[config.mk]
export PLATFORM = sky130hd
export DESIGN_NAME = pfs_ctrl
export DESIGN_NICKNAME = d
export VERILOG_FILES = /design/src/rtl/pfs_pkg.sv /design/src/rtl/pfs_ctrl.sv
export SDC_FILE = /design/constraint.sdc
export NUM_CORES = 1
export LEC_CHECK = 0
export BUFFER_PORTS_ARGS = -buffer_cell sky130_fd_sc_hd__buf_2
export CAP_MARGIN = 20
export CORE_AREA = 4 4 41 43
export CTS_CLUSTER_DIAMETER = 120
export CTS_CLUSTER_SIZE = 30
export DETAILED_ROUTE_END_ITERATION = 10
export DIE_AREA = 0 0 45 47
export PLACE_DENSITY = 0.48
export RECOVER_POWER = 25
export SLEW_MARGIN = 10
export SYNTH_ARGS = -nofsm -noshare
export SYNTH_HDL_FRONTEND = slang
export SYNTH_SLANG_ARGS = --single-unit
[constraint.sdc]
create_clock -name clk -period 1.9 [get_ports clk]
set_input_delay 0.57 -clock clk [delete_from_list [all_inputs] [get_ports clk]]
set_output_delay 0.57 -clock clk [all_outputs]
set_load 0.05 [all_outputs]
[src/rtl/pfs_pkg.sv]
package pfs_pkg;

    // Default geometry: 4 KiB pages, 32768 frames.
    localparam int PAGE_BITS_DEF = 12;
    localparam int MAX_PAGES_DEF = 32768;

    // Fixed field widths.
    localparam int ADDR_W   = 32;
    localparam int MODE_W   = 2;
    localparam int STATUS_W = 2;
    localparam int PFREE_W  = 16;
    localparam int CFG_IDX_W = 1;

    localparam logic [ADDR_W-1:0] REGION_LOW_RST  = 32'h8000_0000;
    localparam logic [ADDR_W-1:0] REGION_HIGH_RST = 32'h8800_0000;

    localparam logic [CFG_IDX_W-1:0] REG_REGION_LOW  = 1'b0;
    localparam logic [CFG_IDX_W-1:0] REG_REGION_HIGH = 1'b1;

    typedef enum logic [MODE_W-1:0] {
        MODE_ALLOC = 2'd0,
        MODE_FREE  = 2'd1,
        MODE_FILL  = 2'd2,
        MODE_NOP   = 2'd3
    } mode_t;

    typedef enum logic [STATUS_W-1:0] {
        STAT_OK    = 2'd0,
        STAT_EMPTY = 2'd1,
        STAT_BAD   = 2'd2,
        STAT_FULL  = 2'd3
    } status_t;

    typedef enum logic [2:0] {
        S_IDLE,
        S_EXEC,
        S_POP_WAIT,
        S_FILL,
        S_DONE
    } state_t;

    typedef struct packed {
        logic    capture;
        logic    pop_issue;
        logic    push_free;
        logic    push_fill;
        logic    fill_init;
        logic    res_set;
        status_t res_status;
        logic    res_load;
    } cmd_t;

    typedef struct packed {
        mode_t mode;
        logic  count_zero;
        logic  count_full;
        logic  free_bad;
        logic  fill_more;
        logic  out_busy;
    } stat_t;

endpackage

[src/rtl/pfs_ctrl.sv]
module pfs_ctrl (
    input  logic            clk,
    input  logic            rst_n,
    input  logic            in_valid,
    output logic            in_ready,
    input  pfs_pkg::stat_t  stat,
    output pfs_pkg::cmd_t   cmd
);

    pfs_pkg::state_t state_reg;
    pfs_pkg::state_t state_next;

    always_ff @(posedge clk or negedge rst_n)
    begin
        if (!rst_n)
        begin
            state_reg <= pfs_pkg::S_IDLE;
        end
        else
        begin
            state_reg <= state_next;
        end
    end

    always_comb
    begin
        state_next = state_reg;
        case (state_reg)
            pfs_pkg::S_IDLE:
            begin
                if (in_valid)
                begin
                    state_next = pfs_pkg::S_EXEC;
                end
            end
            pfs_pkg::S_EXEC:
            begin
                case (stat.mode)
                    pfs_pkg::MODE_ALLOC:
                    begin
                        state_next = stat.count_zero ? pfs_pkg::S_DONE : pfs_pkg::S_POP_WAIT;
                    end
                    pfs_pkg::MODE_FILL: state_next = pfs_pkg::S_FILL;
                    default:            state_next = pfs_pkg::S_DONE;
                endcase
            end
            pfs_pkg::S_POP_WAIT: state_next = pfs_pkg::S_DONE;
            pfs_pkg::S_FILL:
            begin
                if (!stat.fill_more || stat.count_full)
                begin
                    state_next = pfs_pkg::S_DONE;
                end
            end
            pfs_pkg::S_DONE:
            begin
                if (!stat.out_busy)
                begin
                    state_next = pfs_pkg::S_IDLE;
                end
            end
            default: state_next = pfs_pkg::S_IDLE;
        endcase
    end

    always_comb
    begin
        cmd        = '0;
        in_ready   = 1'b0;
        case (state_reg)
            pfs_pkg::S_IDLE:
            begin
                in_ready    = 1'b1;
                cmd.capture = in_valid;
            end
            pfs_pkg::S_EXEC:
            begin
                case (stat.mode)
                    pfs_pkg::MODE_ALLOC:
                    begin
                        cmd.res_set    = 1'b1;
                        cmd.res_status = stat.count_zero ? pfs_pkg::STAT_EMPTY
                                                         : pfs_pkg::STAT_OK;
                        cmd.pop_issue  = !stat.count_zero;
                    end
                    pfs_pkg::MODE_FREE:
                    begin
                        cmd.res_set = 1'b1;
                        if (stat.free_bad)
                        begin
                            cmd.res_status = pfs_pkg::STAT_BAD;
                        end
                        else if (stat.count_full)
                        begin
                            cmd.res_status = pfs_pkg::STAT_FULL;
                        end
                        else
                        begin
                            cmd.res_status = pfs_pkg::STAT_OK;
                            cmd.push_free  = 1'b1;
                        end
                    end
                    pfs_pkg::MODE_FILL:
                    begin
                        cmd.fill_init = 1'b1;
                    end
                    default:
                    begin
                        cmd.res_set    = 1'b1;
                        cmd.res_status = pfs_pkg::STAT_OK;
                    end
                endcase
            end
            pfs_pkg::S_FILL:
            begin
                // Stop at the end of the region, or at the first page that does not fit.
                if (!stat.fill_more)
                begin
                    cmd.res_set    = 1'b1;
                    cmd.res_status = pfs_pkg::STAT_OK;
                end
                else if (stat.count_full)
                begin
                    cmd.res_set    = 1'b1;
                    cmd.res_status = pfs_pkg::STAT_FULL;
                end
                else
                begin
                    cmd.push_fill = 1'b1;
                end
            end
            pfs_pkg::S_DONE:
            begin
                cmd.res_load = !stat.out_busy;
            end
            default:
            begin
                cmd = '0;
            end
        endcase
    end

endmodule

## Yosys cells after proc, flatten, opt, wreduce, memory -nomap -nowiden

Index checks and enable logic that the tools add are counted.

| storage, ports and cells | value |
|---|---|
| bits in read-only memories | 0 |
| RAM bits | 0 |
| logic and storage cells | 42 |
| memories kept | 0 |
| bits in latches | 0 |
| flip-flop bits (word level) | 3 |

| operators by class | value |
|---|---|
| $add $sub $neg | 0 |
| reduce and logical (&&, ||, !) cells | 7 |
| shifts and indexed selects | 0 |
| order comparisons | 0 |
| equal/unequal tests | 9 |
| bitwise operators | 0 |
| muxes and demuxes | 25 |
| multipliers | 0 |
| divide/modulo/power cells | 0 |

Operators by type and width:

| kind | count |
|---|---|
| $mux W3 | 6 |
| $pmux W3 S5 | 1 |
| $mux W1 | 12 |
| $pmux W3 S2 | 2 |
| $pmux W3 S3 | 1 |
| $eq A3 B2 Y1 const B | 2 |
| $mux W2 | 3 |
| $ne A2 B2 Y1 const B | 3 |
| $eq A3 B1 Y1 const B | 1 |
| $eq A3 B3 Y1 const B | 1 |
| $logic_not A1 Y1 | 3 |
| $logic_not A3 Y1 | 1 |
| $reduce_and A3 Y1 | 1 |
| $eq A2 B1 Y1 const B | 1 |
| $eq A2 B2 Y1 const B | 1 |
| $logic_not A2 Y1 | 1 |
| $logic_or A1 B1 Y1 | 1 |

## Depth between registers and ports, before layout

Gate-level depths: netlist of run 1.

| depth | value |
|---|---|
| word-level depth | 4 |
| mapped depth | 4 |

## Least setup slack after synthesis of run 1

Ideal clock, no wire load.

| path | value |
|---|---|
| kind | register to output |
| from | register state_reg[1] |
| to | output port cmd[8] in the netlist's numbering |
| stages on the path, launching flop included | 4 |
| data arrival time | 2.165 ns |
| setup slack | -0.835 ns |
| path buffers | 1 |
| path through | dfrtp_1 -> buf_6 -> nor3_1 -> and2_1 |

RTL lines:

| element | line | RTL |
|---|---|---|
| from (decl) | pfs_ctrl.sv:10 | `pfs_pkg::state_t state_reg;` |
| from (signal assigned) | pfs_ctrl.sv:17 | `state_reg <= pfs_pkg::S_IDLE;` |
| from (signal assigned) | pfs_ctrl.sv:21 | `state_reg <= state_next;` |
| to (decl) | pfs_ctrl.sv:7 | `output pfs_pkg::cmd_t cmd` |

==> results of run 1 <==
-- cells in the mapped netlist (all sizes together) --
| cell | n | share of area |
|---|---|---|
| nand4 | 1 | 0.020 |
| a21oi | 1 | 0.016 |
| nand3 | 3 | 0.049 |
| and3b | 1 | 0.041 |
| o21ai | 1 | 0.016 |
| nand2b | 2 | 0.041 |
| nand2 | 2 | 0.024 |
| o211ai | 1 | 0.024 |
| o21a | 1 | 0.024 |
| nor2b | 2 | 0.041 |
| a311o | 1 | 0.033 |
| and2 | 2 | 0.041 |
| nor3 | 6 | 0.098 |
| and2b | 1 | 0.033 |
| a221oi | 1 | 0.049 |
| mux2i | 1 | 0.033 |
| and4bb | 1 | 0.041 |
| inv | 2 | 0.024 |
| dfrtp | 3 | 0.24 |
| nor2 | 6 | 0.073 |
| buf | 1 | 0.037 |
-- kinds of logic (layout without fill, tap and decap cells) --
| logic type | Yosys count | in the layout |
|---|---|---|
| AND/OR/NAND/NOR | 27 | 27 |
| AO/OA/AOI/OAI | 6 | 6 |
| flip-flops | 3 | 3 |
| buffers and inverters | 3 | 33 |
| multiplexers | 1 | 1 |
-- power breakdown --
| part | internal [mW] | switching (mW) | total [mW] |
|---|---|---|---|
| registers | 0.0868 | 0.0186 | 0.105 |
| clock network | 0.0788 | 0.0344 | 0.113 |
| logic | 0.225 | 0.337 | 0.562 |
| total | 0.390 | 0.390 | 0.780 |
-- worst paths after layout --
check | depth (start not counted) | from | endpoint
worst max-delay path | 4 | state_reg[2] | cmd[2]
worst min-delay path | 1 | rst_n | state_reg[0]
worst max register to register | 4 | state_reg[1] | state_reg[0]
worst min register to register | 2 | state_reg[2] | state_reg[0]
max in group asynchronous | 1 | rst_n | state_reg[1]
min in group clk | 2 | state_reg[2] | state_reg[0]
-- repair_timing --
| action | 4_1_cts | 5_1_grt |
|---|---|---|
| pin swaps | 2 | 1 |
| setup endpoints to repair | 9 | 7 |
| hold endpoints to repair | 0 | 0 |
| gates resized for setup | 18 | 6 |
| setup buffers | 1 | 0 |
-- layout make-up --
cell class                      count  area [um^2]
Fill cell                         142          662
Sequential cell                     3         76.3
Tap cell                           15         18.8
Clock buffer                        4         26.3
Inverter                            2         7.51
Timing Repair Buffer               27          209
Multi-Input combinational cell     34          302
-- per-stage QoR --
stage | area [um^2] | cells | hold WS, ns
final | 639 | 85 | 0.132
after global routing | 639 | 85 | 0.143
after CTS | 622 | 85 | 0.114
after detailed placement | 531 | 80 | 0.368
after global placement | 531 | 80 | 0.367
after floorplan | 375 | 40 | 0.274
-- critical path: cells and delay by family (launching register included) --
family          cells  cell delay [ns]
simple gates        2             0.46
flops               1             0.36
compound gates      1             0.18
buf+inv             1             0.17
-- per-layer routing --
layer	vias up	track usage
met3	2	0.0192
met4	0	0.0877
li1	204	-
met1	196	0.133
met5	-	0
met2	15	0.212
==> run summary, run 1 <==
CTS sink count: 3
Final Util: 0.491
Syn Std Cell Area: 308 um^2
worst skew pair latency: 0.23 ns
WP data arrival: 1.41 ns
Final Slew Violations: 0
most frequent cells in the layout: buf_4 (11), buf_2 (8), buf_6 (6)
via count of the first global-routing pass: 438
R2R setup slack: 0.64 ns
Pleak: 0.290 nW
Post-Place Worst Slack: -0.120 ns
placed wire-length estimate: 762 um
PortBufs: 19
Tmin final: 1.98 ns
area grow syn2layout: 108%
Initial Utilization: 0.237
Setup crit end kind: output pin
FMAX: 0.506 GHz
Die H: 47 um
Cell Rows: 13
post-synthesis compound-gate area fraction: 0.163
H-tree depth: 1
Setup Crit Path Kind: reg2out
Slew HR: 0.836
sequential area share after synthesis: 0.244
worst-margin pin slew: 0.248 ns
global-route wire length before repair: 1.84 mm
status: finished, violations left
clock slew at reported path FFs: 0.04 ns
Yosys reg bits: 3
Post-Synth Simple-Gate Area: 0.500
main combinational cell family by area after synthesis: simple AND/OR/NAND/NOR gates
GRT overflow: 0
hold_buf cts: 0
Post-Synth XOR/XNOR Area: 0
Max-Cap Viols: 0
crit path cell chain: and2b_4, nand4_1, a21oi_4, buf_6
adder-cell share of the synthesized area: 0
Fin Setup TNS: -0.103 ns
met2 WL post-DR: 531 um
post-route ant nets: 0
Mapped Cells: 40
PwrDens: 1220 nW/um^2
Crit path required time: 1.33 ns
TritonRoute pass-1 iters: 2
worst-path fanout max: 4
M1 WL: 371 um
CTS tree: yes
Yosys warning total: 0
failing checks: setup timing
Vias: 417
DR WL/cell: 11.6 um
worst hold path type: in2async
post-synth cell types: 21
peak supply drop: 0.351 mV
diode count: 0
Max Used Layer: met4
1st-iter DRT viols: 3
mux cell area share after synthesis: 0.0325
period utilisation layout: 1.04
Nets: 81
CORE AREA: 1300 um^2
CTS root buffer: clkbuf_4
Die X: 45 um
max FFs per register: 3
maximum clock path buffer count: 2
worst stage delay on the critical path: 0.36 ns
clock skew: 0.00229 ns
total die area: 2120 um^2
Via density: 4.91
final worst setup slack: -0.0756 ns
GRT Util Overall: 0.121
Synth Area per Inst: 7.69 um^2
crit start category: flop
Final Hold Viols: 0
io pins: 20
initial antenna violation count: 0
commonest non-fill, non-tap cell in the layout: buf_4
unrepaired setup endpoints after global routing: yes
layout cells sized above 1: 0.657
slowest CP cell: dfrtp_1
placer congestion estimate: 0.631
Inserted Clock Buffers: 3
Setup Viol. Count Final: 2
Post-Syn Nets: 50
# DRC: 0
post-layout total power: 780 uW
metal3 WL: 77 um
largest net degree at the start of global routing: 7
total wire length: 989 um
No activity file was read; power rests on OpenSTA's default activity.
==> run 2, diff against run 1 <==
- CELL_PAD_IN_SITES_DETAIL_PLACEMENT: not set -> 0
- CELL_PAD_IN_SITES_GLOBAL_PLACEMENT: not set -> 2
- CORE_AREA: 4 4 41 43 -> not set
- CORE_ASPECT_RATIO: not set -> 0.9
- CORE_MARGIN: not set -> 4
- CORE_UTILIZATION: not set -> 20
- DIE_AREA: 0 0 45 47 -> not set
- PLACE_DENSITY: 0.48 -> 0.75
==> run 2 against run 1 <==
  * The flow still finishes with violations (setup timing)
  * Clock skew fell by 0.0012 ns
  * Core utilization rose by 0.30 points
  * Clock-buffer cell count did not move
  * Critical path type unchanged
  * Highest routed layer is now met3
==> run summary, run 2 (same netlist as run 1, synthesis figures left out) <==
layout cells sized above 1: 0.688
PwrDens: 1180 nW/um^2
maximum clock path buffer count: 2
CORE AREA: 1450 um^2
# fillers: 142
met2 usage in global routing: 0.163
DR WL/cell: 11.3 um
Tmin final: 1.97 ns
Crit path required time: 1.33 ns
Initial Utilization: 0.213
Setup crit end kind: output pin
largest net degree at the start of global routing: 9
Final Util: 0.494
CTS root buffer: clkbuf_4
FMAX: 0.506 GHz
area grow syn2layout: 133%
Setup Crit Path Kind: reg2out
Final Slew Violations: 0
GRT overflow: 0
met3 usage: 0.0429
commonest non-fill, non-tap cell in the layout: buf_4
Nets: 88
Final Hold Viols: 0
placed wire-length estimate: 848 um
met1 usage: 0.130
GRT Util Overall: 0.106
Die H: 45.2 um
failing checks: setup timing
unrepaired setup endpoints after global routing: yes
peak supply drop: 0.601 mV
R2R setup slack: 0.65 ns
worst skew pair latency: 0.23 ns
Via density: 4.61
worst-margin pin slew: 0.215 ns
crit start category: flop
total wire length: 1.04 mm
worst hold path type: in2async
max FFs per register: 3
Die X: 49.4 um
Inserted Clock Buffers: 3
post-route ant nets: 0
placer congestion estimate: 0.702
Slew HR: 0.857
Max-Cap Viols: 0
clock slew at reported path FFs: 0.03 ns
via count of the first global-routing pass: 412
period utilisation layout: 1.04
final worst setup slack: -0.0746 ns
H-tree depth: 1
hold_buf cts: 0
WHS: 0.139 ns
clock skew: 0.00112 ns
Vias: 424
WP data arrival: 1.40 ns
status: finished, violations left
total die area: 2230 um^2
Pleak: 0.331 nW
Cell Rows: 13
TritonRoute pass-1 iters: 4
global-route wire length before repair: 1.78 mm
worst-path fanout max: 4
io pins: 20
1st-iter DRT viols: 4
most frequent cells in the layout: buf_4 (16), buf_6 (8), buf_2 (7)
initial antenna violation count: 0
Top Usage Layer GRT: met2
# DRC: 0
CTS sink count: 3
PortBufs: 19
Setup Viol. Count Final: 4
diode count: 0
CTS tree: yes
==> run 2: cell types whose count changed in the layout (fill, tap and decap cells not counted), sizes merged <==
cell,change
buf,+7
==> run 2: what timing repair did <==
item,4_1_cts,5_1_grt
setup buffers,0,3
pin swaps,2,3
resized for setup,20,11
hold endpoints to repair,0,0
endpoints found under the setup margin,9,10
==> run 2: cell type report <==
cell class                      count  area [um^2]  area share
Multi-Input combinational cell     34          308       0.430
Timing Repair Buffer               34          279       0.390
Sequential cell                     3         76.3       0.107
Clock buffer                        4         26.3      0.0367
Tap cell                           15         18.8      0.0262
Inverter                            2         7.51      0.0105
==> run 2: worst max-delay path, cell delays in order (launching register included) <==
cell and delay (ns):
dfrtp_1 0.36, and2b_4 0.27, nand4_1 0.20, a21oi_4 0.18
buf_6 0.17
==> run 2: path summary, 6_finish.rpt <==
| check | startpoint | to | depth (start not counted) |
|---|---|---|---|
| min in group clk | in_valid | state_reg[0] | 3 |
| hold reg to reg | state_reg[0] | state_reg[0] | 3 |
| hold / removal | rst_n | state_reg[1] | 1 |
| setup reg to reg | state_reg[1] | state_reg[0] | 4 |
| max in group asynchronous | rst_n | state_reg[1] | 1 |
| setup / recovery | state_reg[2] | cmd[2] | 4 |
==> run 2: routing by layer <==
metal	share of wire	vias to the layer above	wire length, um
met1	0.46	195	481
met2	0.49	9	508
met4	0	0	0
met5	0	-	0
met3	0.048	0	50
li1	-	220	-
==> run 2: power by group <==
group          internal (mW)  switching, mW  total, mW  leakage [nW]
logic                  0.281          0.351      0.631         0.278
registers             0.0869         0.0176      0.104        0.0377
clock network         0.0784         0.0284      0.107        0.0150
==> run 2: through the flow <==
stage	power (mW)	cells	instance area [um^2]	worst slack, ns	TNS (ns)
floorplan	0.465	40	375	-0.137	-0.145
global placement	0.610	85	568	-0.102	-0.414
detailed placement	0.610	85	568	-0.115	-0.445
CTS	0.777	89	658	-0.0784	-0.109
global route	0.905	92	716	-0.162	-0.716
finish	0.842	92	716	-0.0746	-0.179
